<file path="config.mk">
export PLATFORM = sky130hd
export DESIGN_NAME = playback_transport_position_top
export DESIGN_NICKNAME = d
export VERILOG_FILES = /design/src/ptp_pkg.sv /design/src/ptp_cfg.sv /design/src/ptp_mod.sv /design/src/playback_transport_position_top.sv
export SDC_FILE = /design/constraint.sdc
export NUM_CORES = 1
export LEC_CHECK = 0
export BUFFER_PORTS_ARGS = -buffer_cell sky130_fd_sc_hd__buf_2
export CAP_MARGIN = 5
export CORE_UTILIZATION = 30
export DETAILED_ROUTE_END_ITERATION = 16
export PLACE_DENSITY = 0.46
export REMOVE_ABC_BUFFERS = 1
export SKIP_LAST_GASP = 1
export SLEW_MARGIN = 10
export SYNTH_ARGS = -nofsm -noshare
export SYNTH_HDL_FRONTEND = slang
export SYNTH_SLANG_ARGS = --single-unit
</file>
<file path="constraint.sdc">
create_clock -name i_clk -period 3.8 [get_ports i_clk]
set_clock_uncertainty 0.2 [all_clocks]
set_input_delay 0.19 -clock i_clk [delete_from_list [all_inputs] [get_ports i_clk]]
set_output_delay 0.19 -clock i_clk [all_outputs]
set_load 0.05 [all_outputs]
</file>
<file path="src/ptp_pkg.sv">
`default_nettype none

package ptp_pkg;

    // Width of every time value (unsigned Q16.16 seconds).
    localparam int TIME_BITS  = 32;
    localparam int DELTA_BITS = 24;
    localparam int CFG_BITS   = 32;
    localparam int CNT_W      = $clog2(TIME_BITS);

    localparam logic [TIME_BITS-1:0] TIME_ZERO = '0;
    localparam logic [TIME_BITS-1:0] TIME_MAX  = '1;
    localparam logic [TIME_BITS-1:0] TIME_ONE  = TIME_BITS'(65536);

    typedef enum logic [2:0] {
        CMD_PLAY  = 3'd0,
        CMD_PAUSE = 3'd1,
        CMD_STOP  = 3'd2,
        CMD_SEEK  = 3'd3,
        CMD_TICK  = 3'd4
    } t_cmd;

    typedef enum logic [1:0] {
        MODE_STOPPED = 2'd0,
        MODE_PAUSED  = 2'd1,
        MODE_PLAYING = 2'd2
    } t_mode;

    typedef enum logic [1:0] {
        REG_LOOP_ENABLE    = 2'd0,
        REG_LOOP_START     = 2'd1,
        REG_LOOP_END       = 2'd2,
        REG_TRACK_DURATION = 2'd3
    } t_cfg_idx;

    typedef enum logic [2:0] {
        ST_IDLE,
        ST_EXEC,
        ST_WRAP,
        ST_MOD,
        ST_DONE
    } t_state;

    typedef struct packed {
        logic [2:0]            command;
        logic [TIME_BITS-1:0]  seek_position;
        logic [DELTA_BITS-1:0] tick_delta;
    } t_in_item;

    typedef struct packed {
        logic [TIME_BITS-1:0] position_now;
        logic [1:0]           transport_mode;
        logic                 at_loop_end;
        logic                 end_reached;
        logic                 saturated;
    } t_out_item;

    typedef struct packed {
        logic                 loop_enable;
        logic [TIME_BITS-1:0] loop_start;
        logic [TIME_BITS-1:0] loop_end;
        logic [TIME_BITS-1:0] track_duration;
    } t_cfg;

    typedef struct packed {
        logic                 start;
        logic [TIME_BITS-1:0] dividend;
        logic [TIME_BITS-1:0] divisor;
    } t_mod_req;

    typedef struct packed {
        logic                 done;
        logic [TIME_BITS-1:0] rem;
    } t_mod_sts;

endpackage

`default_nettype wire

</file>
<file path="src/ptp_cfg.sv">
`default_nettype none

module ptp_cfg (
    input  wire logic                          i_clk,
    input  wire logic                          i_rst_n,
    input  wire logic                          i_cfg_we,
    input  wire logic [1:0]                    i_cfg_idx,
    input  wire logic [ptp_pkg::CFG_BITS-1:0]  i_cfg_data,
    output ptp_pkg::t_cfg                      o_cfg
);

    ptp_pkg::t_cfg r_cfg;
    ptp_pkg::t_cfg n_cfg;

    always_comb begin
        n_cfg = r_cfg;
        if (i_cfg_we) begin
            case (i_cfg_idx)
                ptp_pkg::REG_LOOP_ENABLE:    n_cfg.loop_enable    = i_cfg_data[0];
                ptp_pkg::REG_LOOP_START:     n_cfg.loop_start     =
                    ptp_pkg::TIME_BITS'(i_cfg_data);
                ptp_pkg::REG_LOOP_END:       n_cfg.loop_end       =
                    ptp_pkg::TIME_BITS'(i_cfg_data);
                ptp_pkg::REG_TRACK_DURATION: n_cfg.track_duration =
                    ptp_pkg::TIME_BITS'(i_cfg_data);
                default: n_cfg = r_cfg;
            endcase
        end
    end

    always_ff @(posedge i_clk) begin
        if (!i_rst_n) begin
            r_cfg.loop_enable    <= 1'b0;
            r_cfg.loop_start     <= ptp_pkg::TIME_ZERO;
            r_cfg.loop_end       <= ptp_pkg::TIME_ONE;
            r_cfg.track_duration <= ptp_pkg::TIME_ZERO;
        end else begin
            r_cfg <= n_cfg;
        end
    end

    assign o_cfg = r_cfg;

endmodule

`default_nettype wire

</file>
<file path="src/ptp_mod.sv">
`default_nettype none

// Restoring remainder: the dividend shifts out one bit per cycle, MSB first,
// into a remainder register that is conditionally reduced by the divisor.
module ptp_mod (
    input  wire logic      i_clk,
    input  wire logic      i_rst_n,
    input  wire ptp_pkg::t_mod_req i_req,
    output ptp_pkg::t_mod_sts o_sts
);

    localparam int TB = ptp_pkg::TIME_BITS;

    logic                         r_busy, n_busy;
    logic                         r_done, n_done;
    logic [ptp_pkg::CNT_W-1:0]    r_cnt, n_cnt;
    logic [TB-1:0]                r_dvd, n_dvd;
    logic [TB-1:0]                r_div, n_div;
    logic [TB-1:0]                r_rem, n_rem;
    logic [TB:0]                  trial;
    logic [TB:0]                  diff;

    always_comb begin
        trial  = {r_rem, r_dvd[TB-1]};
        diff   = trial - {1'b0, r_div};
        n_busy = r_busy;
        n_done = 1'b0;
        n_cnt  = r_cnt;
        n_dvd  = r_dvd;
        n_div  = r_div;
        n_rem  = r_rem;
        if (i_req.start) begin
            n_busy = 1'b1;
            n_cnt  = ptp_pkg::CNT_W'(TB - 1);
            n_dvd  = i_req.dividend;
            n_div  = i_req.divisor;
            n_rem  = '0;
        end else if (r_busy) begin
            n_dvd = {r_dvd[TB-2:0], 1'b0};
            n_rem = diff[TB] ? trial[TB-1:0] : diff[TB-1:0];
            n_cnt = r_cnt - 1'b1;
            if (r_cnt == '0) begin
                n_busy = 1'b0;
                n_done = 1'b1;
            end
        end
    end

    always_ff @(posedge i_clk) begin
        if (!i_rst_n) begin
            r_busy <= 1'b0;
            r_done <= 1'b0;
            r_cnt  <= '0;
        end else begin
            r_busy <= n_busy;
            r_done <= n_done;
            r_cnt  <= n_cnt;
        end
    end

    always_ff @(posedge i_clk) begin
        r_dvd <= n_dvd;
        r_div <= n_div;
        r_rem <= n_rem;
    end

    assign o_sts.done = r_done;
    assign o_sts.rem  = r_rem;

endmodule

`default_nettype wire

</file>
<file path="src/playback_transport_position_top.sv">
// Playback transport: keeps a playing flag and a position in unsigned Q16.16
// seconds and executes one command per transaction (play, pause, stop, seek,
// tick), returning one result transaction with the new position, the
// transport mode and the end, loop and saturation flags. Items are handled one
// at a time. Play, pause, stop, seek, an unused command code and a tick while
// not playing go from the idle state through the execute and done states to
// the result; a tick while playing also passes the wrap state, and a tick
// that wraps inside the loop range then waits in the remainder state for the
// bit-serial remainder unit, which reduces the overshoot past the loop end by
// the loop length one dividend bit per cycle. The result sits in an output
// register, so the next transaction is taken while an earlier result waits
// for the consumer. Configuration is written through a plain write port with
// no handshake and must only change while the block is idle.
`default_nettype none

module playback_transport_position_top (
    input  wire logic                         i_clk,
    input  wire logic                         i_rst_n,
    // Command channel.
    input  wire logic                         i_in_valid,
    output logic                              o_in_ready,
    input  wire ptp_pkg::t_in_item            i_in_data,
    // Result channel.
    output logic                              o_out_valid,
    input  wire logic                         i_out_ready,
    output ptp_pkg::t_out_item                o_out_data,
    // Configuration write port.
    input  wire logic                         i_cfg_we,
    input  wire logic [1:0]                   i_cfg_idx,
    input  wire logic [ptp_pkg::CFG_BITS-1:0] i_cfg_data
);

    localparam int TB = ptp_pkg::TIME_BITS;

    ptp_pkg::t_cfg     cfg;
    ptp_pkg::t_mod_req mod_req;
    ptp_pkg::t_mod_sts mod_sts;

    ptp_pkg::t_state   r_state, n_state;

    // Transport state.
    logic              r_playing, n_playing;
    logic [TB-1:0]     r_pos, n_pos;

    // Captured command.
    logic [2:0]                     r_cmd, n_cmd;
    logic [TB-1:0]                  r_seek, n_seek;
    logic [ptp_pkg::DELTA_BITS-1:0] r_delta, n_delta;

    // Tick work registers.
    logic [TB-1:0]     r_sum, n_sum;
    logic              r_sat, n_sat;
    logic              r_end, n_end;

    // Output register.
    logic                r_out_valid, n_out_valid;
    ptp_pkg::t_out_item  r_out, n_out;

    logic [TB:0]       sum_wide;
    logic [TB:0]       delta_ext;
    logic              pos_at_end;
    logic [1:0]        mode_now;

    ptp_cfg u_cfg (
        .i_clk      (i_clk),
        .i_rst_n    (i_rst_n),
        .i_cfg_we   (i_cfg_we),
        .i_cfg_idx  (i_cfg_idx),
        .i_cfg_data (i_cfg_data),
        .o_cfg      (cfg)
    );

    ptp_mod u_mod (
        .i_clk   (i_clk),
        .i_rst_n (i_rst_n),
        .i_req   (mod_req),
        .o_sts   (mod_sts)
    );

    // The tick sum carries one extra bit so that overflow can be caught and
    // saturated to the largest time value.
    assign delta_ext = (TB + 1)'(r_delta);
    assign sum_wide  = {1'b0, r_pos} + delta_ext;

    // Status derived from the committed state, used when the result is loaded.
    assign pos_at_end = cfg.loop_enable && (r_pos >= cfg.loop_end);
    always_comb begin
        if (r_playing) begin
            mode_now = ptp_pkg::MODE_PLAYING;
        end else if (r_pos != ptp_pkg::TIME_ZERO) begin
            mode_now = ptp_pkg::MODE_PAUSED;
        end else begin
            mode_now = ptp_pkg::MODE_STOPPED;
        end
    end

    always_comb begin
        n_state     = r_state;
        n_playing   = r_playing;
        n_pos       = r_pos;
        n_cmd       = r_cmd;
        n_seek      = r_seek;
        n_delta     = r_delta;
        n_sum       = r_sum;
        n_sat       = r_sat;
        n_end       = r_end;
        n_out       = r_out;
        n_out_valid = r_out_valid && !i_out_ready;
        o_in_ready  = 1'b0;
        mod_req.start    = 1'b0;
        mod_req.dividend = r_sum - cfg.loop_end;
        mod_req.divisor  = cfg.loop_end - cfg.loop_start;

        case (r_state)
            ptp_pkg::ST_IDLE: begin
                o_in_ready = 1'b1;
                if (i_in_valid) begin
                    n_cmd   = i_in_data.command;
                    n_seek  = i_in_data.seek_position;
                    n_delta = i_in_data.tick_delta;
                    n_state = ptp_pkg::ST_EXEC;
                end
            end

            ptp_pkg::ST_EXEC: begin
                n_sat   = 1'b0;
                n_end   = 1'b0;
                n_state = ptp_pkg::ST_DONE;
                case (r_cmd)
                    ptp_pkg::CMD_PLAY:  n_playing = 1'b1;
                    ptp_pkg::CMD_PAUSE: n_playing = 1'b0;
                    ptp_pkg::CMD_STOP: begin
                        n_playing = 1'b0;
                        n_pos     = ptp_pkg::TIME_ZERO;
                    end
                    ptp_pkg::CMD_SEEK: begin
                        // A zero duration means the length is unknown, so the
                        // target is taken as it is.
                        if (cfg.track_duration != ptp_pkg::TIME_ZERO &&
                            r_seek > cfg.track_duration) begin
                            n_pos = cfg.track_duration;
                        end else begin
                            n_pos = r_seek;
                        end
                    end
                    ptp_pkg::CMD_TICK: begin
                        if (r_playing) begin
                            n_sat   = sum_wide[TB];
                            n_sum   = sum_wide[TB] ? ptp_pkg::TIME_MAX : sum_wide[TB-1:0];
                            n_state = ptp_pkg::ST_WRAP;
                        end
                    end
                    default: n_state = ptp_pkg::ST_DONE;
                endcase
            end

            ptp_pkg::ST_WRAP: begin
                n_state = ptp_pkg::ST_DONE;
                if (cfg.loop_enable) begin
                    // Wrap only for a proper loop range; otherwise the sum
                    // stands and no duration clamp applies.
                    if (r_sum >= cfg.loop_end && cfg.loop_end > cfg.loop_start) begin
                        mod_req.start = 1'b1;
                        n_state       = ptp_pkg::ST_MOD;
                    end else begin
                        n_pos = r_sum;
                    end
                end else if (r_sum >= cfg.track_duration) begin
                    n_pos     = cfg.track_duration;
                    n_playing = 1'b0;
                    n_end     = 1'b1;
                end else begin
                    n_pos = r_sum;
                end
            end

            ptp_pkg::ST_MOD: begin
                if (mod_sts.done) begin
                    // The remainder is below the loop length, so the sum
                    // stays below the loop end and cannot overflow.
                    n_pos   = cfg.loop_start + mod_sts.rem;
                    n_state = ptp_pkg::ST_DONE;
                end
            end

            ptp_pkg::ST_DONE: begin
                // Hand the result over as soon as the output register is free.
                if (!r_out_valid || i_out_ready) begin
                    n_out.position_now   = r_pos;
                    n_out.transport_mode = mode_now;
                    n_out.at_loop_end    = pos_at_end;
                    n_out.end_reached    = r_end;
                    n_out.saturated      = r_sat;
                    n_out_valid          = 1'b1;
                    n_state              = ptp_pkg::ST_IDLE;
                end
            end

            default: n_state = ptp_pkg::ST_IDLE;
        endcase
    end

    always_ff @(posedge i_clk) begin
        if (!i_rst_n) begin
            r_state <= ptp_pkg::ST_IDLE;
        end else begin
            r_state <= n_state;
        end
    end

    always_ff @(posedge i_clk) begin
        if (!i_rst_n) begin
            r_playing   <= 1'b0;
            r_pos       <= ptp_pkg::TIME_ZERO;
            r_out_valid <= 1'b0;
        end else begin
            r_playing   <= n_playing;
            r_pos       <= n_pos;
            r_out_valid <= n_out_valid;
        end
    end

    always_ff @(posedge i_clk) begin
        r_cmd   <= n_cmd;
        r_seek  <= n_seek;
        r_delta <= n_delta;
        r_sum   <= n_sum;
        r_sat   <= n_sat;
        r_end   <= n_end;
        r_out   <= n_out;
    end

    assign o_out_valid = r_out_valid;
    assign o_out_data  = r_out;

endmodule

`default_nettype wire

</file>
Word level (Yosys, flattened, before mapping)
Cells that the tools add are included.

Flip-flop bits (word level): 367. Bits of input ports: 98. Output and inout bits: 39. Logic and storage cells: 125.

Add/sub/neg operators: 6. Order comparisons: 5. Equal/unequal tests: 19. Mux-type cells: 38. Bitwise logic cells: 2. Reduce and logical (&&, ||, !) cells: 30.

Operators by type and width (count): $mux W32 (8); $ge A32 B32 Y1 (3); $pmux W32 S3 (1); $gt A32 B32 Y1 (2); $pmux W32 S2 (1); $reduce_bool A32 Y1 (2); $sub A32 B32 Y32 (2); $add A32 B24 Y33 (1); $sub A33 B32 Y33 (1); $add A32 B32 Y32 (1); $mux W3 (7); $mux W1 (15); $pmux W3 S5 (1); $reduce_and A2 Y1 (7); $eq A3 B2 Y1 const B (4); $mux W5 (2); $reduce_and A3 Y1 (3); $ne A2 B2 Y1 const B (4); $reduce_and A4 Y1 (2); $eq A3 B1 Y1 const B (2); $eq A3 B3 Y1 const B (2); $logic_not A3 Y1 (2); $pmux W1 S2 (3); $logic_not A5 Y1 (1); 16 further kinds (23).

Logic depth before layout (Yosys ltp)
Gate-level depths: netlist (run 1).

Depth after elaboration: 6. Mapped depth: 15. Depth with buffers taken out: 13.

Hierarchy
From an unflattened synthesis (run 1), not the netlist that was laid out.

Cell total of the unflattened synthesis: 2700. Area total of the unflattened synthesis: 25182.9 um2.

Modules (own cells, without submodules): playback_transport_position_top (instances 1, cells each 1733, area an instance 15472.3 um2, sequential area each 4644.5 um2); ptp_mod (instances 1, cells each 615, area an instance 6132.1 um2, sequential area each 2702.6 um2); ptp_cfg (instances 1, cells each 352, area an instance 3578.4 um2, sequential area each 1941.9 um2).

Worst setup path before layout (run 1)
Ideal clock, no wire load.

Kind: reg2reg. From: reg u_cfg.r_cfg, in the netlist u_cfg.o_cfg[32]. To: reg u_mod.r_div[0] (enable). Library setup time: 0.409 ns. Arrival: 3.504 ns. Data required time: 3.191 ns. Setup slack: -0.313 ns. Cell stages (with the launch flop): 13. Buffers on the path: 1. Clock period less this slack: 4.113 ns. Cell sequence: dfxtp_1 -> inv_1 -> ha_1 -> fa_1 -> nand2b_1 -> a211oi_1 -> o31ai_1 -> a21oi_1 -> nor3_1 -> o211ai_1 -> nand4_2 -> inv_2 -> clkbuf_1.

Longest elaborated chain between the ends: 5. Elaborated cells on any way between the ends: 6. Classes of those cells: order compare: 2; mux: 3; reduce/logical: 1.

Ends and longest elaborated chain: from (decl) (line ptp_cfg.sv:12) `ptp_pkg::t_cfg r_cfg;`; from (signal assigned) (line ptp_cfg.sv:38) `r_cfg <= n_cfg;`; $ge A32 B32 Y1 or $gt A32 B32 Y1 (tied branches) (line playback_transport_position_top.sv:162) `if (r_sum >= cfg.loop_end && cfg.loop_end > cfg.loop_start) begin`; $logic_and A1 B1 Y1 * (line playback_transport_position_top.sv:162); $mux W1 * (line playback_transport_position_top.sv:162); $mux W1 * (line playback_transport_position_top.sv:159) `if (cfg.loop_enable) begin`; $mux W1 * (line playback_transport_position_top.sv:114) `case (r_state)`; to (signal assigned) (line ptp_mod.sv:63) `r_div <= n_div;`; to (decl) (line ptp_mod.sv:18) `logic [TB-1:0] r_div, n_div;`.

Every way passes the cells marked *; elsewhere a longest branch is shown, timed or not. A chain may end at the register's enable or synchronous reset.

Worst setup path after layout (run 1)
From: reg r_sum[5]. To: reg r_pos[31].

Longest elaborated chain between the ends: 4. Elaborated cells on any way between the ends: 8. Classes of those cells: order compare: 2; eq/ne: 1; mux: 3; reduce/logical: 2.

Ends and longest elaborated chain: from (decl) (line playback_transport_position_top.sv:51) `logic [TB-1:0] r_sum, n_sum;`; from (signal assigned) (line playback_transport_position_top.sv:227) `r_sum <= n_sum;`; $ge A32 B32 Y1, on equally long branches (line playback_transport_position_top.sv:168, playback_transport_position_top.sv:162); $mux W32 or $logic_and A1 B1 Y1 (tied branches) (line playback_transport_position_top.sv:168, playback_transport_position_top.sv:162); $mux W32 or $ne A3 B3 Y1 (tied branches); $pmux W32 S3 or $reduce_and A4 Y1 (tied branches); to (signal assigned) (line playback_transport_position_top.sv:214) `r_pos <= ptp_pkg::TIME_ZERO;`; to (signal assigned) (line playback_transport_position_top.sv:218) `r_pos <= n_pos;`; to (decl) (line playback_transport_position_top.sv:43) `logic [TB-1:0] r_pos, n_pos;`.

Several ways; a longest one is shown, not always the timed one.

==> results of run 1 <==
-- cells by family after synthesis --
| kind of cell | after synthesis | share of synthesized area |
|---|---|---|
| XOR/XNOR | 127 | 0.0463 |
| AO/OA/AOI/OAI | 820 | 0.214 |
| multiplexers | 97 | 0.0403 |
| AND/OR/NAND/NOR | 735 | 0.140 |
| flip-flops | 367 | 0.381 |
| buffers and inverters | 281 | 0.0459 |
| adder cells (fa/ha/maj) | 254 | 0.132 |
-- state kept, by name (all words and copies together) (netlist names) --
name	flops
u_mod.r_div	32
u_mod.r_cnt	5
o_out_data	37
r_playing	1
r_cmd	3
u_cfg.o_cfg	97
o_out_valid	1
r_state	3
r_sat	1
u_mod.r_rem	32
r_delta	24
r_sum	32
u_mod.r_busy	1
r_end	1
r_pos	32
r_seek	32
u_mod.r_dvd	32
u_mod.r_done	1
-- power by group --
part	internal (mW)	switching, mW
clock network	2.64	1.82
logic	0.687	0.858
registers	4.31	0.0877
-- synthesized netlist by cell type (all sizes together) (21+ instances only) --
master / n
nand2: 350
o21a: 21
nand2b: 34
ha: 249
clkbuf: 84
inv: 177
xor2: 39
xnor2: 88
nor3: 32
o22ai: 28
a21oi: 230
a211oi: 30
nor4: 22
nand3: 45
nor2: 118
o21ai: 189
mux2i: 87
a31oi: 26
a21boi: 109
nand4: 38
a21o: 74
edfxtp: 194
dfxtp: 173
-- cell type report --
class                           instances  area (um^2)  area share
Clock buffer                           57         1230      0.0410
Multi-Input combinational cell       2033        14300       0.476
Sequential cell                       367         9300       0.309
Timing Repair Buffer                  370         2960      0.0983
Inverter                              177          664      0.0221
Tap cell                             1060         1330      0.0441
Clock inverter                         26          277     0.00919
-- per-stage QoR --
step / total power, mW / setup TNS, ps / hold slack [ps]
5_1_grt: 10.8 / -122 / 88.9
3_5_place_dp: 5.90 / -3610 / 168
2_1_floorplan: 5.36 / -127210 / 78.9
3_3_place_gp: 5.89 / -1780 / 168
6_report: 10.4 / 0 / 81.7
4_1_cts: 10.5 / 0 / 67.5
-- worst max path at each step --
stage	startpoint	end	slack (ps)	cells past startpoint
detailed placement	u_mod.r_dvd[31]	u_mod.r_rem[21]	-160	14
CTS	u_cfg.o_cfg[64]	r_pos[17]	10	15
finish	r_sum[5]	r_pos[31]	60	12
global placement	u_mod.r_dvd[31]	u_mod.r_rem[21]	-100	14
global route	u_cfg.o_cfg[13]	r_pos[24]	-30	13
floorplan	u_cfg.o_cfg[32]	u_mod.r_dvd[0]	-1310	11
-- per-layer routing --
metal  up-vias  GRT usage
li1      10400          -
met1     10000      0.272
met2       532      0.304
met3       114     0.0280
met4         2     0.0642
met5         -          0
-- layout by cell type (no fill, tap or decap), drive strengths merged, types with 8 or more instances in the layout --
cell / synthesis / routed
and2: 10 / 10
nor2: 118 / 118
nand3: 45 / 45
inv: 177 / 179
a21o: 74 / 74
o21a: 21 / 21
mux2i: 87 / 87
a21oi: 230 / 230
o21bai: 20 / 20
dlygate4sd3: 0 / 96
nor4: 22 / 22
o211ai: 17 / 17
ha: 249 / 249
clkbuf: 84 / 63
dfxtp: 173 / 173
clkinv: 0 / 14
xnor2: 88 / 88
o22ai: 28 / 28
nand4: 38 / 38
buf: 20 / 268
o31ai: 12 / 12
a311oi: 8 / 8
nor3: 32 / 32
a31oi: 26 / 26
mux2: 10 / 10
nor2b: 18 / 18
nand2: 350 / 350
and3: 20 / 20
edfxtp: 194 / 194
xor2: 39 / 39
a21boi: 109 / 109
nand2b: 34 / 34
o21ai: 189 / 189
a211oi: 30 / 30
-- what timing repair did --
action,4_1_cts,5_1_grt
setup buffers,2,9
resized for setup,3,69
setup endpoints to repair,64,152
cloned,0,6
pin swaps,2,17
hold endpoints to repair,159,0
hold buffers,96,0
==> impl_metrics.toml, run 1 <==
[setup_path]
crit_path_end_kind = "flip-flop"
r2r_setup_slack_ps = 60
r2r.worst_path.cells = 12
timing.rr.start = "r_sum[5]"
start_kind = "flip-flop"
crit_chain = "ha_2, a211oi_2, nor2_1, o41a_1, a2111oi_4, o211ai_1, a31o_2, a41oi_4, a21o_4, buf_12, clkbuf_16, a31oi_1"
cp_max_fo = 14
critical_path_class = "reg -> reg"
worst-path-buf-inv = 2
crit_family = "compound AO/OA/AOI/OAI gates"
cp.arrival_ps = 3980
slowest_delay_ps = 490
rr_endpoint = "r_pos[31]"
cp.required_ps = 4050
slowest_stage = "edfxtp_1"

[yosys]
synthTopCellsByArea = "edfxtp_1 24%, dfxtp_1 14%, ha_1 13%"
synth_top_area_frac = 0.239
syn_area_um2 = 24400
ys_types = 86
synth-seq-cells = 367
ys_seq_area_frac = 0.381
synthArstFlopShare = 0
synth_edf_count = 194
synth_cells = 2681
synthFlopType = "edfxtp_1"
yosysWarnings = 0
avgSynthCellArea_um2 = 9.09
yosys.area.top_type = "edfxtp_1"

[floorplanning]
dieWidth_um = 287
die_area_um2 = 82400
core_um2 = 80400
io_pins = 137
rows = 104
die_h_um = 287
start_util = 0.303

[global_route]
grt_pass1_wl_um = 123000
grt_max_degree = 91
groute.usage.overall = 0.194
grt-ovfl-total = 0
antenna_found_initial = 2
grt_pass1_vias = 20800

[final_layout]
area_growth_pct = 23.4
final_core_util = 0.374
diodes = 0
finalNonFillerCells = 4090
design_area_um2 = 30100
drive_gt1_frac = 0.148
fillerInstances = 8070
num-nets-final = 3346

[placed_design]
dp_hpwl_um = 63200
place_ws_ps = -158
post_dp_cell_area_um2 = 27000
numPortBuffers = 136
gp_congestion = 0.911
dp.cells = 3894

[routing]
wl_um = 82500
avgRoutedWirePerCell_um = 20.2
wl_met1_um = 39400
dr.pass1.iters = 7
top_layer = "met5"
wl_met3_um = 3960
wl_met2_um = 36600
vias = 21100
ant_nets = 0
vias_per_cell = 5.15
drtIter0Drc = 1533
drcViolationCount = 0

[clocking]
clk_latency_ps = 600
clockBufferDepth = 3
cts_made_buffers = 45
root_buffer = "clkbuf_16"
clock_sinks = 367
htree_levels = 2
cts_tree = "done"
clk_pin_slew_ps = 70

[timing]
hold_viol_final = 0
min_period_over_period = 0.983
worst_slew_pin_slew_ps = 1040
rsz0062_at_grt = "true"
worst_slack_ps = 63.2
maxSlewHeadroom = 0.307
layout_min_cycle_time_ps = 3740
fmax_ghz = 0.268
finalSetupViolCount = 0
report.final.slew_viol_count = 0

[min_path]
hold_path.class = "in -> reg"
min_to = "r_state[1]"
min_path_cells = 2
hold_start = "i_rst_n"

[job]
drv_cap = 0

[power_and_ir_drop]
p_leak_nw = 12.0
powerDensity_nw_per_um2 = 346
ir_drop_uv = 280

[run_status]
status = "completed"
(Power assumes the default switching activity.)
==> run 2, diff against run 1 <==
CTS_BUF_LIST = sky130_fd_sc_hd__clkbuf_8   (was not set)
SYNTH_HIERARCHICAL = 1   (was not set)
==> impl_metrics.toml, run 2 <==
[final_layout]
layout_common_cells = "297 x nand2_1, 245 x ha_1, 203 x a21oi_1, 196 x buf_4, 194 x edfxtp_1"
largest_reg_flops = 97
layout_commonest_cell = "nand2_1"
area_growth_pct = 25.8
num-nets-final = 3526
drive_gt1_frac = 0.182

[timing]
fmax_ghz = 0.271
hold_viol_final = 0
worst_slew_pin_slew_ps = 1100
maxSlewHeadroom = 0.269
worst_slack_ps = 105
min_period_over_period = 0.972
finalSetupViolCount = 0
setup_tns_ps = 0
layout_min_cycle_time_ps = 3690
report.final.slew_viol_count = 0
rsz0062_at_grt = "true"

[clocking]
clk_pin_slew_ps = 60
cts_made_buffers = 75
clock_sinks = 367
root_buffer = "clkbuf_8"
clk_latency_ps = 700
cts_tree = "done"
htree_levels = 3
clockBufferDepth = 3

[routing]
avgRoutedWirePerCell_um = 22.0
vias = 22700
top_layer = "met5"
vias_per_cell = 5.27
drcViolationCount = 0
wl_met1_um = 45500
wl_um = 94700
dr.pass1.iters = 7
drtIter0Drc = 1530
wl_met3_um = 3950
ant_nets = 0
wl_met2_um = 42400

[setup_path]
cp.arrival_ps = 3870
timing.rr.start = "u_cfg/o_cfg[42]"
worst-path-buf-inv = 3
crit_chain = "inv_1, ha_1, nand2_1, nor2_1, a2111oi_2, buf_4, nand3_1, o31ai_1, buf_4, o31ai_4, o31ai_4, o21ai_2, xor2_2, mux2_2"
cp_max_fo = 3
r2r.worst_path.cells = 14
crit_path_end_kind = "flip-flop"
slowest_delay_ps = 420
r2r_setup_slack_ps = 110
crit_family = "compound AO/OA/AOI/OAI gates"
cp.required_ps = 3980
slowest_stage = "dfxtp_1"
start_kind = "flip-flop"
rr_endpoint = "u_mod/r_dvd[31]"
critical_path_class = "reg -> reg"

[yosys]
ys_seq_area_frac = 0.369
ys_types = 104
synthArstFlopShare = 0
synthFlopType = "edfxtp_1"
yosysMostFrequentCell = "nand2_1"
synthTopCellsByArea = "edfxtp_1 23%, dfxtp_1 14%, ha_1 12%"
yosysWarnings = 6
yosys.area.top_type = "edfxtp_1"
synth_cells = 2700
syn_area_um2 = 25200
synth-seq-cells = 367
synth_top_area_frac = 0.231
synth_edf_count = 194
avgSynthCellArea_um2 = 9.33
synth_common_cells = "297 x nand2_1, 249 x ha_1, 205 x a21oi_1"

[global_route]
groute.usage.overall = 0.218
grt_pass1_wl_um = 141000
antenna_found_initial = 2
grt-ovfl-total = 0
grt_max_degree = 78
grt_pass1_vias = 22600

[power_and_ir_drop]
seq_power_share = 0.395
switching_share = 0.313
p_int_mw = 7.87
clkPwrFrac = 0.387
ir_drop_uv = 292
powerDensity_nw_per_um2 = 362
p_leak_nw = 13.3
p_switching_mw = 3.59
p_comb_frac = 0.218

[placed_design]
numPortBuffers = 136
gp_congestion = 0.918
dp_hpwl_um = 74100
place_ws_ps = -309

[min_path]
hold_path.class = "in -> reg"
hold_start = "i_in_data[44]"
min_to = "r_seek[20]"
min_path_cells = 2

[run_status]
status = "completed"

[job]
drv_cap = 0

[floorplanning]
dieWidth_um = 292
die_h_um = 292
rows = 105
die_area_um2 = 85100
core_um2 = 82600
start_util = 0.305
io_pins = 137
-- run 2: changes by cell type in the layout (fill, tap and decap cells not counted), sizes merged, moves of 21 or more --
cell | previous run | this run
a21boi | 109 | 7
buf | 268 | 345
dlygate4sd3 | 96 | 153
nand2 | 350 | 297
mux2 | 10 | 53
mux2i | 87 | 129
nor2 | 118 | 147
o21ai | 189 | 162
a21oi | 230 | 207
nand3 | 45 | 67
clkbuf | 63 | 84
-- run 2: cells by family (layout without fill, tap and decap cells) --
| kind of cell | count (synthesis) | in the layout | share of synthesized area |
|---|---|---|---|
| simple gates | 771 | 771 | 0.146 |
| compound gates | 732 | 732 | 0.192 |
| flops | 367 | 367 | 0.369 |
| buf+inv | 275 | 807 | 0.0492 |
| fa+ha+maj | 254 | 254 | 0.128 |
| mux | 182 | 182 | 0.0750 |
| xor+xnor | 119 | 119 | 0.0414 |
| other cells | 0 | 5 | 0 |
-- run 2: timing repair --
item	CTS	global route
resized for setup	8	36
hold buffers	153	0
setup endpoints to repair	8	144
pin swaps	1	7
buffers inserted	0	1
hold endpoints to repair	162	0
gates cloned	0	0
-- run 2: stage by stage --
stage | power [mW] | cell area [um^2] | util | hold WS, ps | instances
floorplan | 6.01 | 24600 | - | 88.9 | 2599
global placement | 6.90 | 28400 | 0.343 | 166 | 4013
detailed placement | 6.92 | 28400 | 0.343 | 168 | 4013
CTS | 11.5 | 31500 | 0.381 | 1.47 | 4301
global route | 12.0 | 31700 | 0.383 | 20.7 | 4307
finish | 11.5 | 31700 | 0.383 | 49.8 | 4307
-- run 2: layout make-up --
cell class | instances | area, um^2
Timing Repair Buffer | 498 | 3920
Fill cell | 8328 | 51000
Sequential cell | 367 | 9290
Multi-Input combinational cell | 2058 | 14900
Tap cell | 1070 | 1340
Antenna cell | 5 | 12.5
Clock buffer | 84 | 1160
Clock inverter | 51 | 415
Inverter | 174 | 653
-- run 2: how the worst max path moves through the flow --
stage | to | start | cells past startpoint | slack [ps]
floorplan | u_mod/r_dvd[0] | u_cfg/o_cfg[32] | 12 | -6750
global placement | u_mod/r_dvd[31] | u_cfg/o_cfg[36] | 14 | -400
detailed placement | u_mod/r_dvd[31] | u_cfg/o_cfg[36] | 14 | -310
CTS | u_mod/r_dvd[31] | u_cfg/o_cfg[42] | 14 | -90
global route | u_mod/r_rem[26] | r_sum[28] | 15 | -8
finish | u_mod/r_dvd[31] | u_cfg/o_cfg[42] | 14 | 110
-- run 2: routing by layer --
layer,vias to the layer above,global-route usage
met2,613,0.346
met1,11000,0.305
met4,2,0.0705
met5,-,0
met3,135,0.0269
li1,10900,-
-- run 2: power groups by stage --
stage                     clock [mW]  sequential, mW  combinational, mW
after floorplan                    0            4.55               1.46
after global placement             0            4.60               2.30
after detailed placement           0            4.61               2.32
after CTS                       4.57            4.52               2.45
after global routing            4.73            4.54               2.72
final                           4.43            4.53               2.50
